<file path="src/rtl/rdpr_pkg.sv">
// Shared types and constants for the radial distortion remap block.
// No dependencies.
package rdpr_pkg;

  localparam int unsigned CoordW  = 11;
  localparam int unsigned SideW   = 12;
  localparam int unsigned K1W     = 23;
  localparam int unsigned K2W     = 22;
  localparam int unsigned CfgW    = 23;
  localparam int unsigned OffW    = 13;
  localparam int unsigned R2W     = 24;
  localparam int unsigned RadW    = 20;
  localparam int unsigned VW      = 2 * RadW;
  localparam int unsigned RemW    = RadW + 2;
  localparam int unsigned GainW   = 48;

  typedef enum logic [1:0] {
    CFG_WIDTH  = 2'd0,
    CFG_HEIGHT = 2'd1,
    CFG_K1     = 2'd2,
    CFG_K2     = 2'd3
  } cfg_idx_e;

  typedef struct packed {
    logic [VW-1:0]   v;
    logic [RemW-1:0] rem;
    logic [RadW-1:0] root;
  } sqrt_t;

  typedef struct packed {
    logic signed [OffW-1:0] ex;
    logic signed [OffW-1:0] ey;
    logic                   src_ok;
  } geo_t;

endpackage

</file>
<file path="src/rtl/rdpr_sqrt_cell.sv">
// One cell of the square-root chain: retires one root bit per cycle while en_i is high.
// Depends on rdpr_pkg.
module rdpr_sqrt_cell (
  input  logic           clk_i,
  input  logic           en_i,
  input  rdpr_pkg::sqrt_t state_i,
  output rdpr_pkg::sqrt_t state_o
);
  import rdpr_pkg::*;

  logic [RemW+1:0] rem_ext;
  logic [RemW+1:0] trial;
  sqrt_t state_d, state_q;

  always_comb begin
    rem_ext = {state_i.rem, state_i.v[VW-1 -: 2]};
    trial   = {2'b00, state_i.root, 2'b01};
    state_d.v = state_i.v << 2;
    if (rem_ext >= trial) begin
      state_d.rem  = RemW'(rem_ext - trial);
      state_d.root = {state_i.root[RadW-2:0], 1'b1};
    end else begin
      state_d.rem  = rem_ext[RemW-1:0];
      state_d.root = {state_i.root[RadW-2:0], 1'b0};
    end
  end

  always_ff @(posedge clk_i) begin
    if (en_i) begin
      state_q <= state_d;
    end
  end

  assign state_o = state_q;
endmodule

</file>
<file path="config.mk">
export PLATFORM = sky130hd
export DESIGN_NAME = rdpr_sqrt_cell
export DESIGN_NICKNAME = d
export VERILOG_FILES = /design/src/rtl/rdpr_pkg.sv /design/src/rtl/rdpr_sqrt_cell.sv
export SDC_FILE = /design/constraint.sdc
export NUM_CORES = 1
export LEC_CHECK = 0
export BUFFER_PORTS_ARGS = -buffer_cell sky130_fd_sc_hd__buf_4
export CAP_MARGIN = 10
export CORE_ASPECT_RATIO = 1.4
export CORE_MARGIN = 2
export CORE_UTILIZATION = 45
export CTS_BUF_LIST = sky130_fd_sc_hd__clkbuf_2
export CTS_CLUSTER_SIZE = 10
export DETAILED_ROUTE_END_ITERATION = 16
export PLACE_DENSITY = 0.78
export SYNTH_ARGS = -nofsm -noshare
export SYNTH_HDL_FRONTEND = slang
export SYNTH_SLANG_ARGS = --single-unit
</file>
<file path="constraint.sdc">
create_clock -name clk_i -period 2.6 [get_ports clk_i]
set_input_delay 0.39 -clock clk_i [delete_from_list [all_inputs] [get_ports clk_i]]
set_output_delay 0.39 -clock clk_i [all_outputs]
set_load 0.03 [all_outputs]
</file>
# Yosys cells after proc, flatten, opt, wreduce, memory -nomap -nowiden
# Cells that the tools add are included.
[op_classes]
add_sub_neg = 1
mul = 0
div_mod_pow = 0
n_lt_le_gt_ge = 1
n_eq_ne = 0
shifts = 0
n_mux = 1
n_bitwise = 0
reduce_logical = 0
[ops]
columns = ["operator", "n"]
rows = [
  ["$mux 42", 1],
  ["$ge 24x22->1", 1],
  ["$sub 22x22->22", 1],
]
[totals]
reg_bits = 80
latchBits = 0
ram_bits = 0
mem_bits_ro = 0
inputBits = 84
word_cells = 6
memories = 0

# Longest topological paths before layout
# Gate-level depths: netlist (run 1).
[depth]
ltp_word = 2
depth_mapped = 10
mapped_depth_nobuf = 8

# Worst setup path after synthesis (run 1)
# Ideal clock, no wire load.
[synth_path]
kind = "in2reg"
start = "input state_i[3] in the netlist's numbering"
end = "register state_q, in the netlist state_o[37] (data pin)"
setup_time_ns = 0.260
t_arrival_ns = 2.299
path_slack_ns = 0.041
stages = 8
n_path_buf = 0
cell_sequence = "inv_1 -> ha_1 -> o21a_1 -> o211ai_2 -> a2111oi_4 -> or4_2 -> and4_1 -> mux2_2"
[synth_rtl]
columns = ["item", "line", "source"]
rows = [
  ["start: declaration", "rdpr_sqrt_cell.sv:6", "input rdpr_pkg::sqrt_t state_i,"],
  ["end signal: assignment", "rdpr_sqrt_cell.sv:30", "state_q <= state_d;"],
  ["end: declaration", "rdpr_sqrt_cell.sv:13", "sqrt_t state_d, state_q;"],
]

==> run_results.csv, run 1 <==
group,metric,value,unit
floorplan,ios,166,
synthesis,synth_top_cell_by_area,"edfxtp_1",
sta,min_period,2.55,ns
power_and_ir_drop,p_comb_share,34.6,%
layout,layout_common_cells,"216 x buf_4, 80 x edfxtp_1, 57 x dlygate4sd3_1",
global_route,grt_pass1_vias,3981,
clocking,cts_max_path_buffers,2,
worst_setup_path,worstSetupStartpointType,"input port",
sta,hold_viol_final,0,
sta,finalCritPeriodShare,98.1,%
routing,num_vias,3889,
layout,nets,715,
clocking,clkTransAtPathRegs,0.23,ns
sta,maxSlewViolCount,0,
worst_setup_path,cpMaxStageDelayCell,"dlygate4sd3_1",
global_route,grt_overflow,0,
synthesis,async_reset_ff_share,0,%
sta,rsz0062_at_grt,"no",
worst_setup_path,cp_data_required_time,2.92,ns
synthesis,ys_types,50,
global_route,grt_pass1_wl,20.9,mm
layout,largest_reg_flops,80,
synthesis,syn_area_per_cell,12.4,um^2
synthesis,synth-edff-count,80,
outcome,status,"complete, no violations",
global_route,grt_usage,27.0,%
clocking,cts.sinks,80,
layout,stdcell_area,0.00661,mm^2
sta,hold_ws,0.132,ns
routing,first_pass_iters,4,
layout,area_delta_synth_final,59.8,%
power_and_ir_drop,ir_worst_vdd,0.368,mV
layout,seqCellArea,0.00240,mm^2
floorplan,die-height,117,um
floorplan,start_util,46.1,%
sta,final-setup-viol-count,0,
routing,wire_per_inst,19.2,um
placed_design,dpl.hpwl,9.06,mm
clocking,numCtsBuffers,9,
worst_setup_path,path_delay_family,"buffers and inverters",
sta,fin_ws,0.0506,ns
worst_setup_path,criticalPathCategory,"in -> reg",
global_route,antenna_found_initial,1,
synthesis,synth-seq-cells,80,
worst_setup_path,worstPathBufferInverterCount,4,
placed_design,dpl-instance-area,0.00584,mm^2
worst_setup_path,cp-end-kind,"register",
power_and_ir_drop,pwr-share-clk,21.3,%
floorplan,std_cell_rows,41,
global_route,grt_max_degree,81,
layout,final_util,73.6,%
layout,final_common_cell,"buf_4",
floorplan,core_area,0.00898,mm^2
synthesis,synthTopCellsByArea,"edfxtp_1 58%, ha_1 6.7%, mux2_2 5.2%, a21oi_1 2.9%, o21ai_0 2.3%",
power_and_ir_drop,totalPowerFinal,3.68,mW
layout,drive_above_1_share,44.0,%
routing,via_per_inst,5.39,
layout,fill_cells,569,
power_and_ir_drop,switchingPower,1.20,mW
floorplan,fp.dieW,85.0,um
power_and_ir_drop,p_leak,2.92,nW
routing,wirelength,13.8,mm
placed_design,pre_cts_slack,-0.102,ns
worst_setup_path,crit_top_cell,"nand2_1",
routing,drtIter0Drc,296,
synthesis,synthesis.area,0.00414,mm^2
layout,multi_input_area,0.00161,mm^2
run,max_cap_violations,0,
synthesis,synth_top_area_share,58.1,%
min_path,hold_class,"in -> reg",
floorplan,dieArea,0.00999,mm^2
clocking,root_buffer,"clkbuf_2",
placed_design,portBuffers,163,
synthesis,ys.flop_type,"edfxtp_1",
routing,final_antenna_net_count,0,
routing,post-route-drc-count,0,
placed_design,gp_congestion,0.825,
power_and_ir_drop,netSwitchingFraction,32.6,%
synthesis,netlist_instances,335,
power_and_ir_drop,p_seq_share,44.1,%
synthesis,seq_area_frac_synth,58.1,%
worst_setup_path,crit_arrival,2.87,ns
power_and_ir_drop,p_int,2.48,mW
worst_setup_path,crit_fanout,18,
worst_setup_path,cpPeakStageDelay,0.54,ns
sta,fmax,392,MHz
power_and_ir_drop,p_per_area,557,mW/mm^2
clocking,cts_tree,"yes",
synthesis,synth_warnings,0,
clocking,htreeDepth,3,
worst_setup_path,cp_cell_sequence,"dlygate4sd3_1 -> buf_4 -> inv_1 -> ha_2 -> nand2_1 -> nor2_1 -> nand2_1 -> nor3_1 -> a211o_1 -> buf_12 -> mux2_2",
[worst paths after layout]
| kind | start | cells past startpoint | end |
|---|---|---|---|
| setup / recovery | state_i[17] | 11 | state_o[25]$_DFFE_PP_ |
| hold / removal | state_i[36] | 2 | state_o[38]$_DFFE_PP_ |
[power groups by stage]
| stage | Sequential [mW] | Clock [mW] | Combinational, mW |
|---|---|---|---|
| 2_1_floorplan | 1.91 | 0 | 0.364 |
| 6_report | 1.62 | 0.782 | 1.27 |
| 3_5_place_dp | 1.65 | 0 | 1.16 |
| 3_3_place_gp | 1.64 | 0 | 1.14 |
| 4_1_cts | 1.62 | 0.785 | 1.23 |
| 5_1_grt | 1.64 | 0.838 | 1.35 |
[cells in the mapped netlist (6+ instances only)]
master    instances
a211oi_1          6
a21oi_1          24
clkbuf_1          6
edfxtp_1         80
ha_1             22
inv_1            25
mux2_2           19
nand2_1          25
nor2_1           15
nor3_1            8
o21ai_0          19
xnor2_1          10
[metrics by stage]
stage,std cells,setup TNS (ns)
final,722,0
after detailed placement,645,-1.74
after global placement,645,-1.33
after floorplan,336,0
after CTS,714,0
after global routing,722,0
[layer usage]
layer	vias up	track usage [%]	wire length (um)
li1	1805	-	-
met1	1900	30.9	5250
met2	163	48.5	7450
met3	21	5.12	853
met4	0	10.7	281
met5	-	0	0
[cell families after synthesis]
family | after synthesis | synth area share, %
AO/OA/AOI/OAI | 80 | 13.2
adder cells (fa/ha/maj) | 22 | 6.65
buffers and inverters | 38 | 4.08
XOR/XNOR | 13 | 2.75
AND/OR/NAND/NOR | 80 | 9.56
multiplexers | 21 | 5.65
other | 1 | 0.0906
flip-flops | 80 | 58.1
[final cells by class]
cell class	instances	area share, %
Antenna cell	1	0.0379
Clock buffer	9	0.681
Clock inverter	7	1.42
Inverter	25	1.42
Multi-Input combinational cell	218	24.3
Sequential cell	80	36.3
Tap cell	107	2.02
Timing Repair Buffer	275	33.8
[what timing repair did]
item,4_1_cts,5_1_grt
gates resized for setup,0,15
endpoints found under the setup margin,0,20
setup buffers,0,3
hold buffers,53,4
hold endpoints to repair,53,4
(Power assumes the default switching activity.)
==> inputs of run 2 (changes only) <==
--- a/config.mk
+++ b/config.mk
@@ -7,13 +7,13 @@
 export LEC_CHECK = 0
 export BUFFER_PORTS_ARGS = -buffer_cell sky130_fd_sc_hd__buf_4
 export CAP_MARGIN = 10
-export CORE_ASPECT_RATIO = 1.4
+export CORE_ASPECT_RATIO = 1.2
 export CORE_MARGIN = 2
 export CORE_UTILIZATION = 45
 export CTS_BUF_LIST = sky130_fd_sc_hd__clkbuf_2
 export CTS_CLUSTER_SIZE = 10
 export DETAILED_ROUTE_END_ITERATION = 16
-export PLACE_DENSITY = 0.78
+export PLACE_DENSITY = 0.75
 export SYNTH_ARGS = -nofsm -noshare
 export SYNTH_HDL_FRONTEND = slang
 export SYNTH_SLANG_ARGS = --single-unit
==> constraint.sdc (replaced) <==
create_clock -name clk_i -period 3.09 [get_ports clk_i]
set_input_delay 0.4635 -clock clk_i [delete_from_list [all_inputs] [get_ports clk_i]]
set_output_delay 0.4635 -clock clk_i [all_outputs]
set_load 0.03 [all_outputs]
==> run_results.csv, run 2 (synthesis results as in run 1) <==
group,metric,value,unit
power_and_ir_drop,totalPowerFinal,2.74,mW
floorplan,std_cell_rows,38,
routing,post-route-drc-count,0,
routing,drtIter0Drc,140,
routing,num_vias,3312,
global_route,grt_overflow,0,
floorplan,dieArea,0.00998,mm^2
sta,maxSlewViolCount,0,
worst_setup_path,crit_path_end,"state_o[26]$_DFFE_PP_",
routing,wirelength,10.1,mm
layout,layout_common_cells,"171 x buf_4, 80 x edfxtp_1, 25 x inv_1, 25 x nand2_1, 24 x a21oi_1",
clocking,post-cts-setup-buffers,0,
placed_design,gp_congestion,0.818,
layout,final_util,62.3,%
layout,largest_reg_flops,80,
sta,hold_viol_final,0,
worst_setup_path,crit_arrival,2.54,ns
clocking,cts.sinks,80,
layout,final_common_cell,"buf_4",
worst_setup_path,cp_data_required_time,3.41,ns
sta,slew_headroom,33.6,%
power_and_ir_drop,p_leak,2.42,nW
worst_setup_path,criticalPathCategory,"in -> reg",
global_route,grt_pass1_wl,15.7,mm
layout,n_antenna_cell,0,
clocking,cts_resized,0,
clocking,htreeDepth,3,
clocking,cts_tree,"yes",
clocking,numCtsBuffers,9,
clocking,root_buffer,"clkbuf_2",
clocking,cts_max_path_buffers,2,
worst_setup_path,crit_fanout,10,
clocking,clkTransAtPathRegs,0.24,ns
routing,first_pass_iters,4,
global_route,antenna_found_initial,0,
sta,final-setup-viol-count,0,
worst_setup_path,worstSetupStartpointType,"input port",
sta,min_period,2.22,ns
power_and_ir_drop,ir_worst_vdd,0.206,mV
run,max_cap_violations,0,
global_route,grt_usage,20.2,%
layout,nets,611,
sta,setup-tns-final,0,ns
floorplan,ios,166,
floorplan,start_util,46.0,%
floorplan,fp.dieW,91.5,um
sta,rsz0062_at_grt,"no",
layout,drive_above_1_share,42.0,%
routing,final_antenna_net_count,0,
layout,area_delta_synth_final,35.3,%
power_and_ir_drop,p_per_area,489,mW/mm^2
placed_design,dpl.hpwl,7.90,mm
worst_setup_path,critPathLaunch,"state_i[11]",
sta,fmax,451,MHz
global_route,grt_max_degree,81,
clocking,ctsHoldBuffers,0,
floorplan,die-height,109,um
sta,finalCritPeriodShare,71.8,%
worst_setup_path,cp-end-kind,"register",
routing,wire_per_inst,16.0,um
global_route,grt_pass1_vias,3312,
floorplan,core_area,0.00899,mm^2
min_path,hold_class,"in -> reg",
routing,via_per_inst,5.26,
outcome,status,"complete, no violations",
placed_design,portBuffers,163,
sta,tightestPinTransition,0.995,ns
run 2: critical path: stages:
cell and delay (ns):
buf_4 0.08, inv_1 0.03, ha_1 0.40, a21oi_1 0.26, o21ai_0 0.18, a21oi_1 0.23, nor2_1 0.09, a211o_1 0.31
buf_4 0.19, mux2_2 0.30
run 2: area by class of cell:
| cell class | count | area, um^2 |
|---|---|---|
| Inverter | 25 | 93.8 |
| Timing Repair Buffer | 171 | 1280 |
| Fill cell | 758 | 3390 |
| Clock inverter | 7 | 55.1 |
| Clock buffer | 9 | 45.0 |
| Multi-Input combinational cell | 218 | 1570 |
| Sequential cell | 80 | 2400 |
| Tap cell | 120 | 150 |
run 2: metal layers:
metal  GRT usage, %  share of wire [%]  vias to the layer above  wire [um]
met2           35.7                 51                      157       5120
met3           5.25                8.4                       23        851
li1               -                  -                     1591          -
met1           23.1                 38                     1541       3860
met4           8.77                2.7                        0        274
met5              0                  0                        -          0
run 2: worst min-delay path by stage:
stage	end	startpoint	cells past startpoint
global placement	state_o[75]$_DFFE_PP_	state_i[73]	1
finish	state_o[77]$_DFFE_PP_	state_i[75]	1
global route	state_o[52]$_DFFE_PP_	state_i[50]	1
detailed placement	state_o[69]$_DFFE_PP_	state_i[67]	1
floorplan	state_o[10]$_DFFE_PP_	state_i[9]	0
CTS	state_o[78]$_DFFE_PP_	state_i[76]	1
run 2: per-stage QoR:
step / worst slack, ns / hold slack, ns / instance area (um^2) / std cells
4_1_cts: 0.907 / 0.0335 / 5600 / 630
5_1_grt: 0.728 / 0.0168 / 5600 / 630
3_5_place_dp: 0.265 / 0.643 / 5500 / 614
6_report: 0.871 / 0.0723 / 5600 / 630
2_1_floorplan: 0.457 / 0.562 / 4140 / 336
3_3_place_gp: 0.298 / 0.642 / 5500 / 614
run 2: where the power goes:
group,switching (mW),leakage (nW),internal (mW)
sequential,0.0311,0.783,1.33
clock,0.389,0.0525,0.111
combinational,0.515,1.59,0.366
